==> config.mk <==
export PLATFORM = sky130hd
export DESIGN_NAME = bts_axis
export DESIGN_NICKNAME = d
export VERILOG_FILES = /design/src/sv/bts_pkg.sv /design/src/sv/bts_axis.sv
export SDC_FILE = /design/constraint.sdc
export NUM_CORES = 1
export LEC_CHECK = 0
export BUFFER_PORTS_ARGS = -buffer_cell sky130_fd_sc_hd__buf_4
export CAP_MARGIN = 15
export CORE_AREA = 2 2 382 271
export DETAILED_ROUTE_END_ITERATION = 8
export DIE_AREA = 0 0 384 273
export GPL_ROUTABILITY_DRIVEN = 0
export GPL_TIMING_DRIVEN = 0
export MAX_ROUTING_LAYER = met4
export PLACE_DENSITY = 0.52
export SLEW_MARGIN = 20
export SYNTH_ARGS = -nofsm -noshare
export SYNTH_HDL_FRONTEND = slang
export SYNTH_SLANG_ARGS = --single-unit
==> constraint.sdc <==
create_clock -name clk -period 26.6 [get_ports clk]
set_input_delay 5.32 -clock clk [delete_from_list [all_inputs] [get_ports clk]]
set_output_delay 5.32 -clock clk [all_outputs]
set_load 0.05 [all_outputs]
==> src/sv/bts_pkg.sv <==
// ----------------------------------------------------------------------------
// Bilinear texture sampler package
// Shared constants, register codes and types of the bilinear ARGB sampler.
// ----------------------------------------------------------------------------
package bts_pkg;

  localparam int TEX_DIM    = 128;
  localparam int DIM_W      = 8;
  localparam int CRD_W      = 7;
  localparam int FRAC_W     = 16;
  localparam int POS_W      = CRD_W + FRAC_W;
  localparam int TEX_WORDS  = 16384;
  localparam int ADDR_W     = 14;
  localparam int MAX_SPAN   = 16;
  localparam int LEN_W      = 5;
  localparam int STEP_W     = 24;
  localparam int ORG_W      = 32;
  localparam int PIX_W      = 32;
  localparam int Q_W        = 28;
  localparam int DIV_BITS   = 7;
  localparam int DIV_STAGES = Q_W / DIV_BITS;
  localparam int NSTG       = 11;
  localparam int NTAP       = 4;

  typedef enum logic [2:0] {
    REG_TEX_WIDTH  = 3'd0,
    REG_TEX_HEIGHT = 3'd1,
    REG_ROW_PITCH  = 3'd2,
    REG_ORIGIN_X   = 3'd3,
    REG_ORIGIN_Y   = 3'd4,
    REG_STEP_X     = 3'd5,
    REG_STEP_Y     = 3'd6
  } cfg_reg_t;

  typedef enum logic {
    REQ_WRITE  = 1'b0,
    REQ_SAMPLE = 1'b1
  } req_t;

  typedef logic [NSTG-1:0] stg_vec_t;

  typedef struct packed {
    logic              wr;
    logic [ADDR_W-1:0] addr;
    logic [PIX_W-1:0]  data;
  } wr_req_t;

  function automatic logic [DIM_W-1:0] sat_dim(input logic [DIM_W-1:0] v);
    return (v > DIM_W'(TEX_DIM)) ? DIM_W'(TEX_DIM) : v;
  endfunction

endpackage

==> src/sv/bts_axis.sv <==
// ----------------------------------------------------------------------------
// Sampler axis unit
// Computes one clamped unsigned 7.16 sample coordinate through a product stage,
// a pipelined span divider and a sum and clamp stage.
// ----------------------------------------------------------------------------
module bts_axis (
  input  logic                           clk,
  input  bts_pkg::stg_vec_t              stg_en,
  input  logic [7:0]                     lpos,
  input  logic [3:0]                     idx,
  input  logic [bts_pkg::LEN_W-1:0]      len,
  input  logic [bts_pkg::STEP_W-1:0]     step,
  input  logic signed [bts_pkg::ORG_W-1:0] origin,
  input  logic [bts_pkg::DIM_W-1:0]      dim,
  output logic [bts_pkg::POS_W-1:0]      cpos_r
);

  typedef struct packed {
    logic [bts_pkg::LEN_W-1:0] rem;
    logic [bts_pkg::Q_W-1:0]   qn;
  } div_t;

  function automatic div_t div_step(input div_t s, input logic [bts_pkg::LEN_W-1:0] d,
                                    input int k);
    div_t r;
    logic [bts_pkg::LEN_W:0] t;
    int p;
    r = s;
    for (int i = 0; i < bts_pkg::DIV_BITS; i++) begin
      p = bts_pkg::Q_W - 1 - bts_pkg::DIV_BITS * k - i;
      t = {r.rem, r.qn[p]};
      if (t >= {1'b0, d}) begin
        t = t - {1'b0, d};
        r.qn[p] = 1'b1;
      end else begin
        r.qn[p] = 1'b0;
      end
      r.rem = t[bts_pkg::LEN_W-1:0];
    end
    return r;
  endfunction

  localparam int NDS = bts_pkg::DIV_STAGES;

  logic [bts_pkg::LEN_W-1:0] len_c;
  logic [bts_pkg::Q_W:0]     prod;
  logic [31:0]               base;

  div_t                      div_r  [NDS+1];
  logic [bts_pkg::LEN_W-1:0] len_r  [NDS+1];
  logic                      zero_r [NDS+1];
  logic [31:0]               base_r [NDS+1];

  assign len_c = (len > bts_pkg::LEN_W'(bts_pkg::MAX_SPAN)) ?
                 bts_pkg::LEN_W'(bts_pkg::MAX_SPAN) : len;
  assign prod  = (bts_pkg::Q_W+1)'({idx, 1'b1}) * (bts_pkg::Q_W+1)'(step);
  assign base  = 32'(lpos) * 32'(step);

  always_ff @(posedge clk) begin
    if (stg_en[1]) begin
      div_r[0].rem <= '0;
      div_r[0].qn  <= prod[bts_pkg::Q_W:1];
      len_r[0]     <= len_c;
      zero_r[0]    <= (step == '0) || (len == '0);
      base_r[0]    <= base;
    end
  end

  for (genvar s = 1; s <= NDS; s++) begin : g_div
    always_ff @(posedge clk) begin
      if (stg_en[s+1]) begin
        div_r[s]  <= div_step(div_r[s-1], len_r[s-1], s - 1);
        len_r[s]  <= len_r[s-1];
        zero_r[s] <= zero_r[s-1];
        base_r[s] <= base_r[s-1];
      end
    end
  end

  logic signed [34:0]          off_s;
  logic signed [34:0]          sum_s;
  logic [bts_pkg::DIM_W-1:0]   dim_m1;
  logic [bts_pkg::POS_W-1:0]   hi;
  logic [bts_pkg::POS_W-1:0]   cpos_nxt;

  always_comb begin
    off_s  = zero_r[NDS] ? 35'sd0 :
             ($signed({7'b0, div_r[NDS].qn}) - 35'sd32768);
    sum_s  = $signed({{3{origin[bts_pkg::ORG_W-1]}}, origin}) +
             $signed({3'b0, base_r[NDS]}) + off_s;
    dim_m1 = dim - 8'd1;
    hi     = {dim_m1[bts_pkg::CRD_W-1:0], {bts_pkg::FRAC_W{1'b0}}};
    if (sum_s[34]) begin
      cpos_nxt = '0;
    end else if (sum_s > $signed({12'b0, hi})) begin
      cpos_nxt = hi;
    end else begin
      cpos_nxt = sum_s[bts_pkg::POS_W-1:0];
    end
  end

  always_ff @(posedge clk) begin
    if (stg_en[NDS+2]) begin
      cpos_r <= cpos_nxt;
    end
  end

endmodule

Yosys cells after proc, flatten, opt, wreduce, memory -nomap -nowiden
Memories as Yosys holds them, arrays and structs flattened.
Cells that the tools add are included.

operators by class
  $add $sub $neg = 32
  multiply operators = 2
  magnitude comparators = 30
  muxes and demuxes = 125
  reductions and logical operators = 4

operators with widths
  cell                                                                    count
  5-bit two-way mux                                                       57
  6-bit by 5-bit >= comparator with 1-bit output                          28
  5-bit subtractor                                                        28
  1-bit two-way mux                                                       66
  34-bit by 35-bit adder with 35-bit output                               1
  35-bit by 24-bit greater-than comparator with 1-bit output              1
  35-bit two-way mux                                                      1
  32-bit by 33-bit adder with 34-bit output                               1
  8-bit by 24-bit multiplier with 32-bit output                           1
  5-bit by 24-bit multiplier with 29-bit output                           1
  28-bit by 16-bit subtractor with 29-bit output (second input constant)  1
  24-bit zero test                                                        1
  23-bit two-way mux                                                      1
  7-bit by 1-bit subtractor with 7-bit output (second input constant)     1
  5-bit greater-than comparator (second input constant)                   1
  5-bit zero test                                                         1
  2-bit OR reduction                                                      1
  1-bit logical OR                                                        1

word-level totals
  register bits = 23
  bits in writable memories = 355
  bits of input ports = 93
  output and inout bits = 23
  word-level logic and storage cells = 199
  memories = 4

memory list
  name    words  width  read ports  clocked after memory_dff  write ports  line            text
  div_r   5      33     5           0                         5            bts_axis.sv:49  div_t div_r [NDS+1];
  base_r  5      32     5           0                         5            bts_axis.sv:52  logic [31:0] base_r [NDS+1];
  len_r   5      5      4           0                         5            bts_axis.sv:50  logic [bts_pkg::LEN_W-1:0] len_r [NDS+1];
  zero_r  5      1      5           0                         5            bts_axis.sv:51  logic zero_r [NDS+1];

Depth between registers and ports, before layout
Gate-level depths: netlist of the first run.
An unclocked memory read counts as a cell.

  depth in word-level cells = 22
  depth in mapped cells = 68
  depth with buffers taken out = 65

Worst setup path after synthesis of the first run
OpenSTA, ideal clock, no wires.

  path type = register to register
  start = memory len_r[0][6] (netlist name)
  end = memory div_r[0][94] (netlist name), data pin
  arrival = 12.202 ns
  slack = 14.140 ns
  cell stages (with the launch flop) = 61
  buffers on the path = 3
  period minus slack after synthesis = 12.460 ns
  path through = edfxtp_1 > inv_1 > fa_1 > a21o_1 > a31oi_1 > and2_1 > buf_2 > mux2i_1 > inv_1 > ha_1 > nor2b_1 > o21a_1 > o31a_1 > a211oi_4 > mux2_2 > ha_1 > and3_1 > a31oi_1 > [... 25 more ...] > o21ai_0 > nand2b_1 > a21oi_1 > nand4_1 > mux2i_1 > o2bb2ai_1 > clkbuf_1 > a21oi_1 > fa_1 > a21o_1 > a21oi_1 > nand2_1 > a21oi_1 > inv_1 > a211oi_1 > mux2_2 > inv_1 > mux2i_1

RTL lines
  element          line
  start, declared  bts_axis.sv:50
  end, declared    bts_axis.sv:49

==> summary.md, run 1 <==
The placeable core region is 101000 um^2, and the die span in x is 384 um. The netlist uses 81 different library cells. The flow ran to the end, and the final reports show no timing, DRC or antenna violations. CTS built an H-tree with a depth of 2. The library cell with the largest summed area after synthesis was sky130_fd_sc_hd__edfxtp_1. The tree is rooted in a sky130_fd_sc_hd__clkbuf_16.

The number of vias per cell after detailed routing is 4.74. The largest net degree at the start of global routing was 72. With fillers left out, the area of the finished cells amounts to 33900 um^2. The reported max-cap violation count came out at 0. The routed layout has 20200 vias. Prior to clock tree synthesis, the placed netlist has a worst setup slack of 11.45 ns. Clock tree synthesis inserted a total of 38 buffers.

The run gives 5 as the number of optimization iterations in the first detailed-route pass. Sequential elements use 36.2% of the synthesized area. The routed design uses 5880 um of met3 wire. The total placed instance area was 32600 um^2; the hold buffer count at CTS was 0. The run gives 0 as the number of warnings reported in the yosys synthesis log. The detailed router finished its first iteration with 1417 violations. Clock-pin slew was measured on the worst setup and hold paths at 0.08 ns.

The tools report the post-route worst setup slack as 11.32 ns. The global-route usage over all layers came out at 15.0%. Data arrives at the worst endpoint at 15.60 ns. The count of flip-flops with a built-in enable after synthesis was 363; the number of slew-limit violations in the final report was 0. The number of buffers inserted by post-CTS setup repair is 0. The part of the cycle the worst path needs works out to 57.4%. Highest layer used for signal routing: met4. The average instance in the mapped netlist occupies 11.0 um^2. The logs give 3 for the initial antenna violation count and 28500 um for the met2 wirelength from detailed routing. After layout, the minimum clock period comes to 15.28 ns. Pin placement for this block handled 116 I/O pins. In the synthesized netlist the dominant register cell turns out to be sky130_fd_sc_hd__edfxtp_1.

The clock arrives with 0.0414 ns of skew. The final layout contains 3494 nets. STA classifies the critical path endpoint as a flop. Once layout is complete, the cells apart from fillers number 4256. The half-perimeter wire length after placement was 59400 um. Row generation in the floorplan step produced 98 rows. The stage delay of the slowest cell on the critical path works out to 0.69 ns. The count of state elements after synthesis was 363. Counting the fill cells in the layout gives 10200.

The die is 273 um tall. The number of buffer cells added on primary ports came out at 109. Of the cells placed in the final design, the portion with a size suffix greater than 1 is 8.72%. The share of synthesized area in the top cell type comes to 36.2%. The initial utilization of the core area, before any placement, comes to 29.8%. Compared with the post-synthesis result, the final layout area differs by 12.7%. For the worst setup path, the data required time is 26.92 ns.

The wire length per cell after detailed routing was 17.6 um; the detailed-route DRC error count was 0. Summed over all layers, the global routing overflow is 0. Setup total negative slack on the finished layout was measured at 0 ns. The sum of routed wire length over all layers was 74800 um.

Setup violations remaining at the end of the flow were counted as 0. Overall die area: 105000 um^2. Yosys attributes the largest share of cell area to sky130_fd_sc_hd__edfxtp_1 36%, sky130_fd_sc_hd__fa_1 17%, sky130_fd_sc_hd__ha_1 11%. The global-route wire length before repair was 118000 um; the antenna violation net count after detailed routing was 0. When the netlist entered floorplanning its net count stood at 3345. The longest clock path from root to sink contains 3 buffers. The master of the slowest instance on the critical path was sky130_fd_sc_hd__edfxtp_1. Derived from the worst setup path, the maximum achievable clock frequency is 0.0654 GHz. TritonCTS built the clock tree.

Synthesis handed over a netlist of 2725 instances. In this run the tightest slew margin relative to its limit is 29.3%. For the pin with the worst max-slew slack, the measured transition is 1.05 ns. The later pin in the worst-skew pair is clocked with a latency of 0.60 ns. Setup repair after global routing left no endpoint under its margin.

The clock net in this run drives a total of 363 sinks. Number of cells after detailed placement: 4184. The cell that appears most often on the critical path is sky130_fd_sc_hd__a21oi_1. The count of endpoints failing hold in the final timing report was 0.

The worst setup path is launched from a flop. The async set-reset flop share out of synthesis came out at 0%. The critical path class is flop to flop.

The met1 wire length was 39500 um; the area of the mapped netlist was 30100 um^2. The highest net fanout along the worst path is 10, and the number of global-route vias before repair is 20100. The tightest min-delay check is of the flop to flop type.

Once the clock tree was built, the resizer swapped 0 gates to a different size.
## kinds of logic after synthesis
group | count (synthesis) | share of synthesized area [%]
compound gates | 443 | 9.97
xor+xnor | 142 | 4.13
fa+ha+maj | 527 | 28.3
buf+inv | 422 | 5.32
flops | 363 | 36.2
mux | 89 | 3.28
simple gates | 739 | 12.8
## cells in the mapped netlist, types with 21 or more instances
| library cell | instances |
|---|---|
| sky130_fd_sc_hd__edfxtp_1 | 363 |
| sky130_fd_sc_hd__inv_1 | 346 |
| sky130_fd_sc_hd__ha_1 | 269 |
| sky130_fd_sc_hd__fa_1 | 258 |
| sky130_fd_sc_hd__nand2_1 | 220 |
| sky130_fd_sc_hd__and2_1 | 146 |
| sky130_fd_sc_hd__a21oi_1 | 126 |
| sky130_fd_sc_hd__xnor2_1 | 102 |
| sky130_fd_sc_hd__nor2_1 | 98 |
| sky130_fd_sc_hd__o21ai_0 | 74 |
| sky130_fd_sc_hd__clkbuf_1 | 66 |
| sky130_fd_sc_hd__a21o_1 | 64 |
| sky130_fd_sc_hd__nor2b_1 | 56 |
| sky130_fd_sc_hd__mux2_2 | 43 |
| sky130_fd_sc_hd__xor2_1 | 40 |
| sky130_fd_sc_hd__mux2i_1 | 38 |
| sky130_fd_sc_hd__nand3_1 | 35 |
| sky130_fd_sc_hd__nand2b_1 | 33 |
| sky130_fd_sc_hd__nor3_1 | 33 |
| sky130_fd_sc_hd__o21a_1 | 23 |
| sky130_fd_sc_hd__and3_1 | 22 |
| sky130_fd_sc_hd__nand4_1 | 21 |
## registers in the layout, indices dropped and copies added, names as in the netlist
name	count
base_r	160
zero_r	5
cpos_r	23
div_r	155
len_r	20
## worst paths after layout
| check | slack (ns) | start | to | cells past startpoint |
|---|---|---|---|---|
| max | 11.32 | len_r[0][6] | div_r[0][94] | 60 |
| min | 0.39 | base_r[0][80] | base_r[0][112] | 0 |
| max reg2reg | 11.32 | len_r[0][6] | div_r[0][94] | 60 |
| min reg2reg | 0.39 | base_r[0][80] | base_r[0][112] | 0 |
## layout by cell type, fill, tap and decap left out, types with 40 or more instances in the layout
cell type / synthesis / final
sky130_fd_sc_hd__mux2_2: 43 / 43
sky130_fd_sc_hd__a21o_1: 64 / 64
sky130_fd_sc_hd__nand2_1: 220 / 220
sky130_fd_sc_hd__xor2_1: 40 / 40
sky130_fd_sc_hd__buf_4: 1 / 108
sky130_fd_sc_hd__edfxtp_1: 363 / 363
sky130_fd_sc_hd__ha_1: 269 / 269
sky130_fd_sc_hd__nor2b_1: 56 / 56
sky130_fd_sc_hd__a21oi_1: 126 / 126
sky130_fd_sc_hd__fa_1: 258 / 258
sky130_fd_sc_hd__o21ai_0: 74 / 74
sky130_fd_sc_hd__inv_1: 346 / 346
sky130_fd_sc_hd__nor2_1: 98 / 98
sky130_fd_sc_hd__and2_1: 146 / 146
sky130_fd_sc_hd__xnor2_1: 102 / 102
sky130_fd_sc_hd__clkbuf_1: 66 / 67
## stage by stage
stage	hold WS (ns)	util, %
floorplan	0.400	-
detailed placement	0.405	32.2
finish	0.386	33.5
CTS	0.378	33.5
global route	0.392	33.5
global placement	0.401	32.2
## layout make-up
cell class	instances	area, um^2	share of cell area (%)
multi-input cells	1940	17600	51.9
flip-flops and latches	363	10900	32.1
well taps	1350	1690	4.98
inverters	349	1310	3.86
clock buffers	39	955	2.81
repair buffers	109	826	2.43
clock inverters	30	340	1.00
plain buffers	73	292	0.859
diodes	3	7.51	0.0221
## worst max-delay path: cells and delay by family, from the launching register on
kind | cells | cell delay, ns
flip-flops | 1 | 0.69
AND/OR/NAND/NOR | 11 | 1.57
buffers and inverters | 9 | 1.75
AO/OA/AOI/OAI | 24 | 5.38
adder cells (fa/ha/maj) | 7 | 2.88
multiplexers | 9 | 2.75
## layer usage
layer  vias up  GRT usage [%]
met2       491           19.7
met4         0           2.33
li1       9753              -
met3        48           3.65
met1      9897           23.0
met5         -              -
Power of run 1 is not shown: default switching activity piles up to over one toggle a cycle in this logic, so the estimate is an artifact.
==> inputs of run 2 (changes only) <==
--- a/config.mk
+++ b/config.mk
@@ -13,7 +13,7 @@
 export GPL_ROUTABILITY_DRIVEN = 0
 export GPL_TIMING_DRIVEN = 0
 export MAX_ROUTING_LAYER = met4
-export PLACE_DENSITY = 0.52
+export PLACE_DENSITY = 0.54
 export SLEW_MARGIN = 20
 export SYNTH_ARGS = -nofsm -noshare
 export SYNTH_HDL_FRONTEND = slang
==> constraint.sdc (replaced) <==
create_clock -name clk -period 12.6 [get_ports clk]
set_input_delay 2.52 -clock clk [delete_from_list [all_inputs] [get_ports clk]]
set_output_delay 2.52 -clock clk [all_outputs]
set_load 0.05 [all_outputs]
==> summary.md, run 2 (synthesis results as in run 1) <==
Number of vias per cell after detailed routing: 4.73 (-0.35%). Type of element launching the critical path: a flop. The register with the most flip-flops is base_r. The CTS root buffer was sky130_fd_sc_hd__clkbuf_16. Launch instance of the worst register-to-register path: len_r[0][11]. The number of DRC markers in iteration 0 came out at 1532 (+8.1%). The die span in x works out to 384 um (unchanged).

Number of global-route vias before repair: 20200 (+0.16%). The highest net fanout along the worst path is 7 (-3). Number of CTS-inserted buffers: 39 (+2.6%). The initial core utilization is 29.8% (unchanged), and the global-route wire length before repair is 118000 um (-0.22%). The library cell used most frequently in the layout, excluding fill and tap cells, is sky130_fd_sc_hd__edfxtp_1. The number of buffers on the longest clock path was 3 (unchanged); the number of flip-flops under the largest register name was 160 (unchanged). The count of endpoints failing hold in the final timing report was 0 (unchanged); the detailed-route DRC error count was 0 (unchanged). The final period demand of the worst path works out to 12.03 ns (-3.25 ns). STA classifies the critical path endpoint as a flop.

The class of the tightest hold or removal check is flop to flop. The share of cells above drive strength 1 is 13.2% (+4.5 points). The tools report the count of endpoints failing setup in the final report as 0 (unchanged). For the largest net degree at the start of global routing, the log shows 72 (unchanged). Buffering stage count on the worst path with inverters included: 8 (-1). Reg-to-reg endpoint: div_r[0][131]. The tools report the global-route usage over all layers as 14.9% (-0.051 points). The origin of the worst min-delay path is base_r[0][66].

Among cell families on the critical path, the largest total delay comes from compound AO/OA/AOI/OAI gates. By startpoint and endpoint, the worst setup path is classified as flop to flop. The worst setup skew after layout is 0.0274 ns (-0.0140 ns), and the height of the die is 273 um (unchanged).

Leaving out fill and tap cells, the most frequent cells in the layout are 363 x sky130_fd_sc_hd__edfxtp_1, 334 x sky130_fd_sc_hd__inv_1, 262 x sky130_fd_sc_hd__ha_1, 251 x sky130_fd_sc_hd__fa_1, 218 x sky130_fd_sc_hd__nand2_1. Number of cells on the worst hold path: 0 (unchanged). The slew at the pin closest to its max-slew limit came out at 1.00 ns (-0.0549 ns).

Endpoint with the worst hold slack: base_r[0][98]. The number of slew-limit violations in the final report was 0 (unchanged). The data arrival time at the worst-slack endpoint came out at 12.36 ns (-3.24 ns).

The clock edge transition at the registers on the reported setup and hold paths was 0.07 ns (about the same); the antenna violation net count after detailed routing was 0 (unchanged). The stage delay of the slowest cell on the critical path works out to 0.47 ns (-0.22 ns). Setup repair after global routing could not meet its margin everywhere. The run finished with clean final reports. The path depth of the worst reg2reg path is 51 (-15%), and the wire length per cell after detailed routing is 17.4 um (-0.87%). The relative max-transition margin was 33.4% (+4.1 points). The number of clock sinks seen by CTS is 363 (unchanged), and the layout-stage area growth over the synthesis result is 15.8%. The routed via count is 20500 (+1.3%). Master of the slowest instance on the critical path: sky130_fd_sc_hd__edfxtp_1. The run gives 3565 (+2.0%) as the number of nets in the final layout.

The logs give 4 (+1) for the initial antenna violation count and 105000 um^2 (unchanged) for the overall die area. The tools report the sum of routed wire length over all layers as 75400 um (+0.81%). The slack of the worst reg-to-reg path is 0.57 ns (-10.75 ns), and the clock latency of the later-clocked register in the worst-skew pair is 0.59 ns (about the same). TritonCTS built the clock tree. For the reported max-cap violation count, the log shows 0 (unchanged). The CTS H-tree depth is 2 (unchanged), and the number of optimization iterations in the first detailed-route pass is 5 (unchanged).

Required time of the critical path: 12.93 ns (-13.99 ns). The top-level I/O count was 116 (unchanged); the number of cell rows was 98 (unchanged). The sum of overflow across all layers after global routing is 0 (unchanged).

The number of buffer cells added on primary ports was 109 (unchanged). Maximum clock rate: 0.0831 GHz (+27%). The hold buffer count at CTS was 0 (unchanged); the accumulated negative setup slack was 0 ns (unchanged).

The part of the cycle the worst path needs was 95.5% (+38 points). In the final layout, the registers with the most flip-flops are base_r x160, div_r x155, cpos_r x23. For the half-perimeter wire length after placement, the log shows 59200 um (-0.36%).

The placeable core region is 101000 um^2 (unchanged).
-- run 2: changes by cell type in the layout (fill, tap and decap cells not counted), sizes merged --
cell / before / now
inv: 352 / 343
clkinv: 17 / 13
clkinvlp: 5 / 12
buf: 116 / 187
clkbuf: 105 / 112
diode: 3 / 5
bufinv: 5 / 3
-- run 2: repair_timing --
action,in CTS,in global routing
pin swaps,10,24
gates cloned,0,0
setup buffers,30,40
gates resized for setup,40,73
endpoints found under the setup margin,18,19
-- run 2: layer usage --
layer	vias up	global-route usage (%)	share of wire, %
met5	-	-	0
met4	0	2.64	1.3
met3	63	3.41	6.8
met2	485	19.5	39
met1	10000	23.1	53
li1	9894	-	-
-- run 2: cell type report --
class / instances / area (um^2)
antenna: 5 / 12.5
timing repair buffer: 179 / 1370
inverter: 349 / 1350
multi-input combinational: 1940 / 18000
sequential: 363 / 10900
clock buffer: 47 / 1010
clock inverter: 22 / 239
tap: 1350 / 1690
buffer: 73 / 308
fill: 10100 / 66300
-- run 2: worst register-to-register path, delay by kind of cell (launching register included) --
kind	cells	cell delay (ns)
adder cells (fa/ha/maj)	7	2.47
flip-flops	1	0.47
multiplexers	9	2.84
AND/OR/NAND/NOR	10	1.54
AO/OA/AOI/OAI	17	3.25
buffers and inverters	8	1.26
-- run 2: metrics by stage --
step                worst slack, ns  hold slack, ns  utilization (%)  std cells  cell area [um^2]
finish                        0.571           0.400             34.5       4328             34900
detailed placement            -2.36           0.405             32.2       4184             32600
floorplan                     0.140           0.400                -       2725             30100
global placement              -2.38           0.402             32.2       4184             32600
global route                 -0.160           0.413             34.5       4327             34900
CTS                          0.0176           0.401             33.8       4283             34200
-- run 2: how the worst max path moves through the flow --
stage                 start            end  cells after the start
6_report       len_r[0][11]  div_r[0][131]                     51
3_5_place_dp    len_r[0][6]   div_r[0][94]                     60
3_3_place_gp    len_r[0][6]   div_r[0][94]                     60
2_1_floorplan   len_r[0][6]   div_r[0][94]                     60
5_1_grt        div_r[0][53]   div_r[0][98]                     65
4_1_cts        len_r[0][11]  div_r[0][131]                     54
Power of run 2 is left out for the same reason.
==> inputs of run 3 (changes only) <==
--- a/config.mk
+++ b/config.mk
@@ -7,13 +7,15 @@
 export LEC_CHECK = 0
 export BUFFER_PORTS_ARGS = -buffer_cell sky130_fd_sc_hd__buf_4
 export CAP_MARGIN = 15
+export CELL_PAD_IN_SITES_DETAIL_PLACEMENT = 1
+export CELL_PAD_IN_SITES_GLOBAL_PLACEMENT = 2
 export CORE_AREA = 2 2 382 271
 export DETAILED_ROUTE_END_ITERATION = 8
 export DIE_AREA = 0 0 384 273
 export GPL_ROUTABILITY_DRIVEN = 0
 export GPL_TIMING_DRIVEN = 0
 export MAX_ROUTING_LAYER = met4
-export PLACE_DENSITY = 0.54
+export PLACE_DENSITY = 0.7
 export SLEW_MARGIN = 20
 export SYNTH_ARGS = -nofsm -noshare
 export SYNTH_HDL_FRONTEND = slang
==> summary.md, run 3 (synthesis results as in run 1) <==
The kind of cell with the highest combined delay along the critical path is compound AO/OA/AOI/OAI gates. The number of buffer cells added on primary ports was 109 (unchanged); the number of cells on the worst hold path was 0 (unchanged). The sum of routed wire length over all layers came out at 85500 um (+13%). The logs give 6 (+2) for the initial antenna violation count and 20900 (+2.1%) for the routed via count. The run gives 0 (unchanged) as the count of endpoints failing hold in the final timing report. The number of buffers on the longest clock path was 3 (unchanged).

The wire length per cell after detailed routing works out to 19.6 um (+13%). More flip-flops sit in one register than any other, and that register is base_r. Number of cell rows: 98 (unchanged). The path class of the tightest hold or removal check is flop to flop.

Buffering stage count on the worst path with inverters included: 10 (+2). The tools report the CTS root buffer as sky130_fd_sc_hd__clkbuf_16. The stage delay of the slowest cell on the critical path works out to 0.53 ns (+0.06 ns). The number of optimization iterations in the first detailed-route pass came out at 5 (unchanged). The number of flip-flops under the largest register name is 160 (unchanged), and the worst setup skew after layout is 0.0312 ns (+0.00376 ns).

Leaving out fill and tap cells, the most frequent cells in the layout are 363 x sky130_fd_sc_hd__edfxtp_1, 332 x sky130_fd_sc_hd__inv_1, 258 x sky130_fd_sc_hd__ha_1, 252 x sky130_fd_sc_hd__fa_1, 219 x sky130_fd_sc_hd__nand2_1. The number of DRC markers in iteration 0 was 1199 (-22%). The logs give 0 (unchanged) for the antenna violation net count after detailed routing and 0.59 ns (about the same) for the clock latency of the later-clocked register in the worst-skew pair. In this design, the critical path's most frequently occurring cell is sky130_fd_sc_hd__a21oi_2. The largest net degree at the start of global routing was 72 (unchanged).

Critical path class: flop to flop. The number of global-route vias before repair was 22000 (+9.0%); the placeable core region was 101000 um^2 (unchanged). The number of vias per cell after detailed routing was 4.80 (+1.5%); the CTS H-tree depth was 2 (unchanged).

The height of the die is 273 um (unchanged). The layout-stage area growth over the synthesis result works out to 17.4%. The tools report the required time of the critical path as 12.92 ns (about the same). The tools report the number of CTS-inserted buffers as 42 (+7.7%). The largest registers in the layout are base_r x160, div_r x155, cpos_r x23. The relative max-transition margin is 29.7% (-3.7 points). The run gives 363 (unchanged) as the number of clock sinks seen by CTS. Master of the slowest instance on the critical path: sky130_fd_sc_hd__edfxtp_1.

The run finished with clean final reports. The initial core utilization was 29.8% (unchanged). The worst register-to-register path ends at div_r[0][94]. The overall die area was 105000 um^2 (unchanged). For the count of endpoints failing setup in the final report, the log shows 0 (unchanged).

The part of the cycle the worst path needs was 96.2% (+0.69 points); the final period demand of the worst path was 12.12 ns (+0.0873 ns). TritonCTS built the clock tree. Origin of the worst min-delay path: base_r[0][16].

The worst hold path terminates at base_r[0][48]. For the number of slew-limit violations in the final report, the log shows 0 (unchanged). The run gives 17.0% (+2.1 points) as the global-route usage over all layers. STA classifies the critical path endpoint as a flop. The highest net fanout along the worst path came out at 6 (-1). The logs give 35.0% (+0.49 points) for the share of the core filled with cells and 0 (unchanged) for the detailed-route DRC error count. The half-perimeter wire length after placement was 67500 um (+14%); the slew at the pin closest to its max-slew limit was 1.05 ns (+0.0484 ns). The reported max-cap violation count was 0 (unchanged); the die span in x was 384 um (unchanged). For the top-level I/O count, the log shows 116 (unchanged).

The accumulated negative setup slack came out at 0 ns (unchanged). The clock edge transition at the registers on the reported setup and hold paths is 0.09 ns (+0.02 ns), and the global-route wire length before repair is 133000 um (+13%). The worst setup path is launched from a flop. The logs give 0 (unchanged) for the sum of overflow across all layers after global routing and 3589 (+0.67%) for the number of nets in the final layout. The share of cells above drive strength 1 works out to 14.5% (+1.3 points). The path depth of the worst reg2reg path works out to 60 (+18%). The slack of the worst reg-to-reg path is 0.48 ns (-0.09 ns). The maximum clock rate is 0.0825 GHz (-0.72%). The number of fillers in the final layout came out at 11300 (+11%).

Leaving out fill and tap cells, the most frequent cell in the layout is sky130_fd_sc_hd__edfxtp_1. The launch instance of the worst register-to-register path is len_r[0][8]. The data arrival time at the worst-slack endpoint came out at 12.44 ns (+0.08 ns).
## run 3: final cells by class
cell class | instances | area (um^2) | area share (%)
multi-input cells | 1940 | 18100 | 51.3
flip-flops and latches | 363 | 10900 | 30.8
well taps | 1350 | 1690 | 4.78
repair buffers | 200 | 1510 | 4.28
inverters | 349 | 1350 | 3.82
clock buffers | 53 | 1110 | 3.15
clock inverters | 23 | 327 | 0.924
plain buffers | 73 | 318 | 0.899
diodes | 2 | 5.00 | 0.0142
## run 3: worst max path at each step
stage | end | start | slack (ns) | cells past startpoint
2_1_floorplan | div_r[0][94] | len_r[0][6] | 0.14 | 60
3_3_place_gp | div_r[0][94] | len_r[0][6] | -2.39 | 60
3_5_place_dp | div_r[0][94] | len_r[0][6] | -2.45 | 60
4_1_cts | div_r[0][94] | len_r[0][8] | -0.01 | 64
5_1_grt | div_r[0][94] | len_r[0][8] | -0.13 | 66
6_report | div_r[0][94] | len_r[0][8] | 0.48 | 60
## run 3: timing repair
action,4_1_cts,5_1_grt
hold endpoints to repair,0,0
setup buffers,45,46
resized for setup,55,86
hold buffers,0,0
setup endpoints to repair,19,19
pin swaps,13,27
gates cloned,0,0
## run 3: metal layers
metal	part of all wire, %	up-vias	routed length [um]	track usage (%)
met5	0	-	0	-
li1	-	9931	-	-
met3	5.4	61	4660	2.94
met2	41	430	35100	23.9
met4	1.3	0	1090	2.70
met1	52	10500	44700	25.7
## run 3: per-stage QoR
stage                     instances  worst slack, ns  hold slack (ns)  cell area, um^2
after floorplan                2725            0.140            0.400            30100
after global placement         4184            -2.39            0.401            32600
after detailed placement       4184            -2.45            0.405            32600
after CTS                      4305          -0.0101            0.401            34600
after global routing           4351           -0.132            0.413            35400
final                          4353            0.484            0.409            35400
Power of run 3 is left out for the same reason.
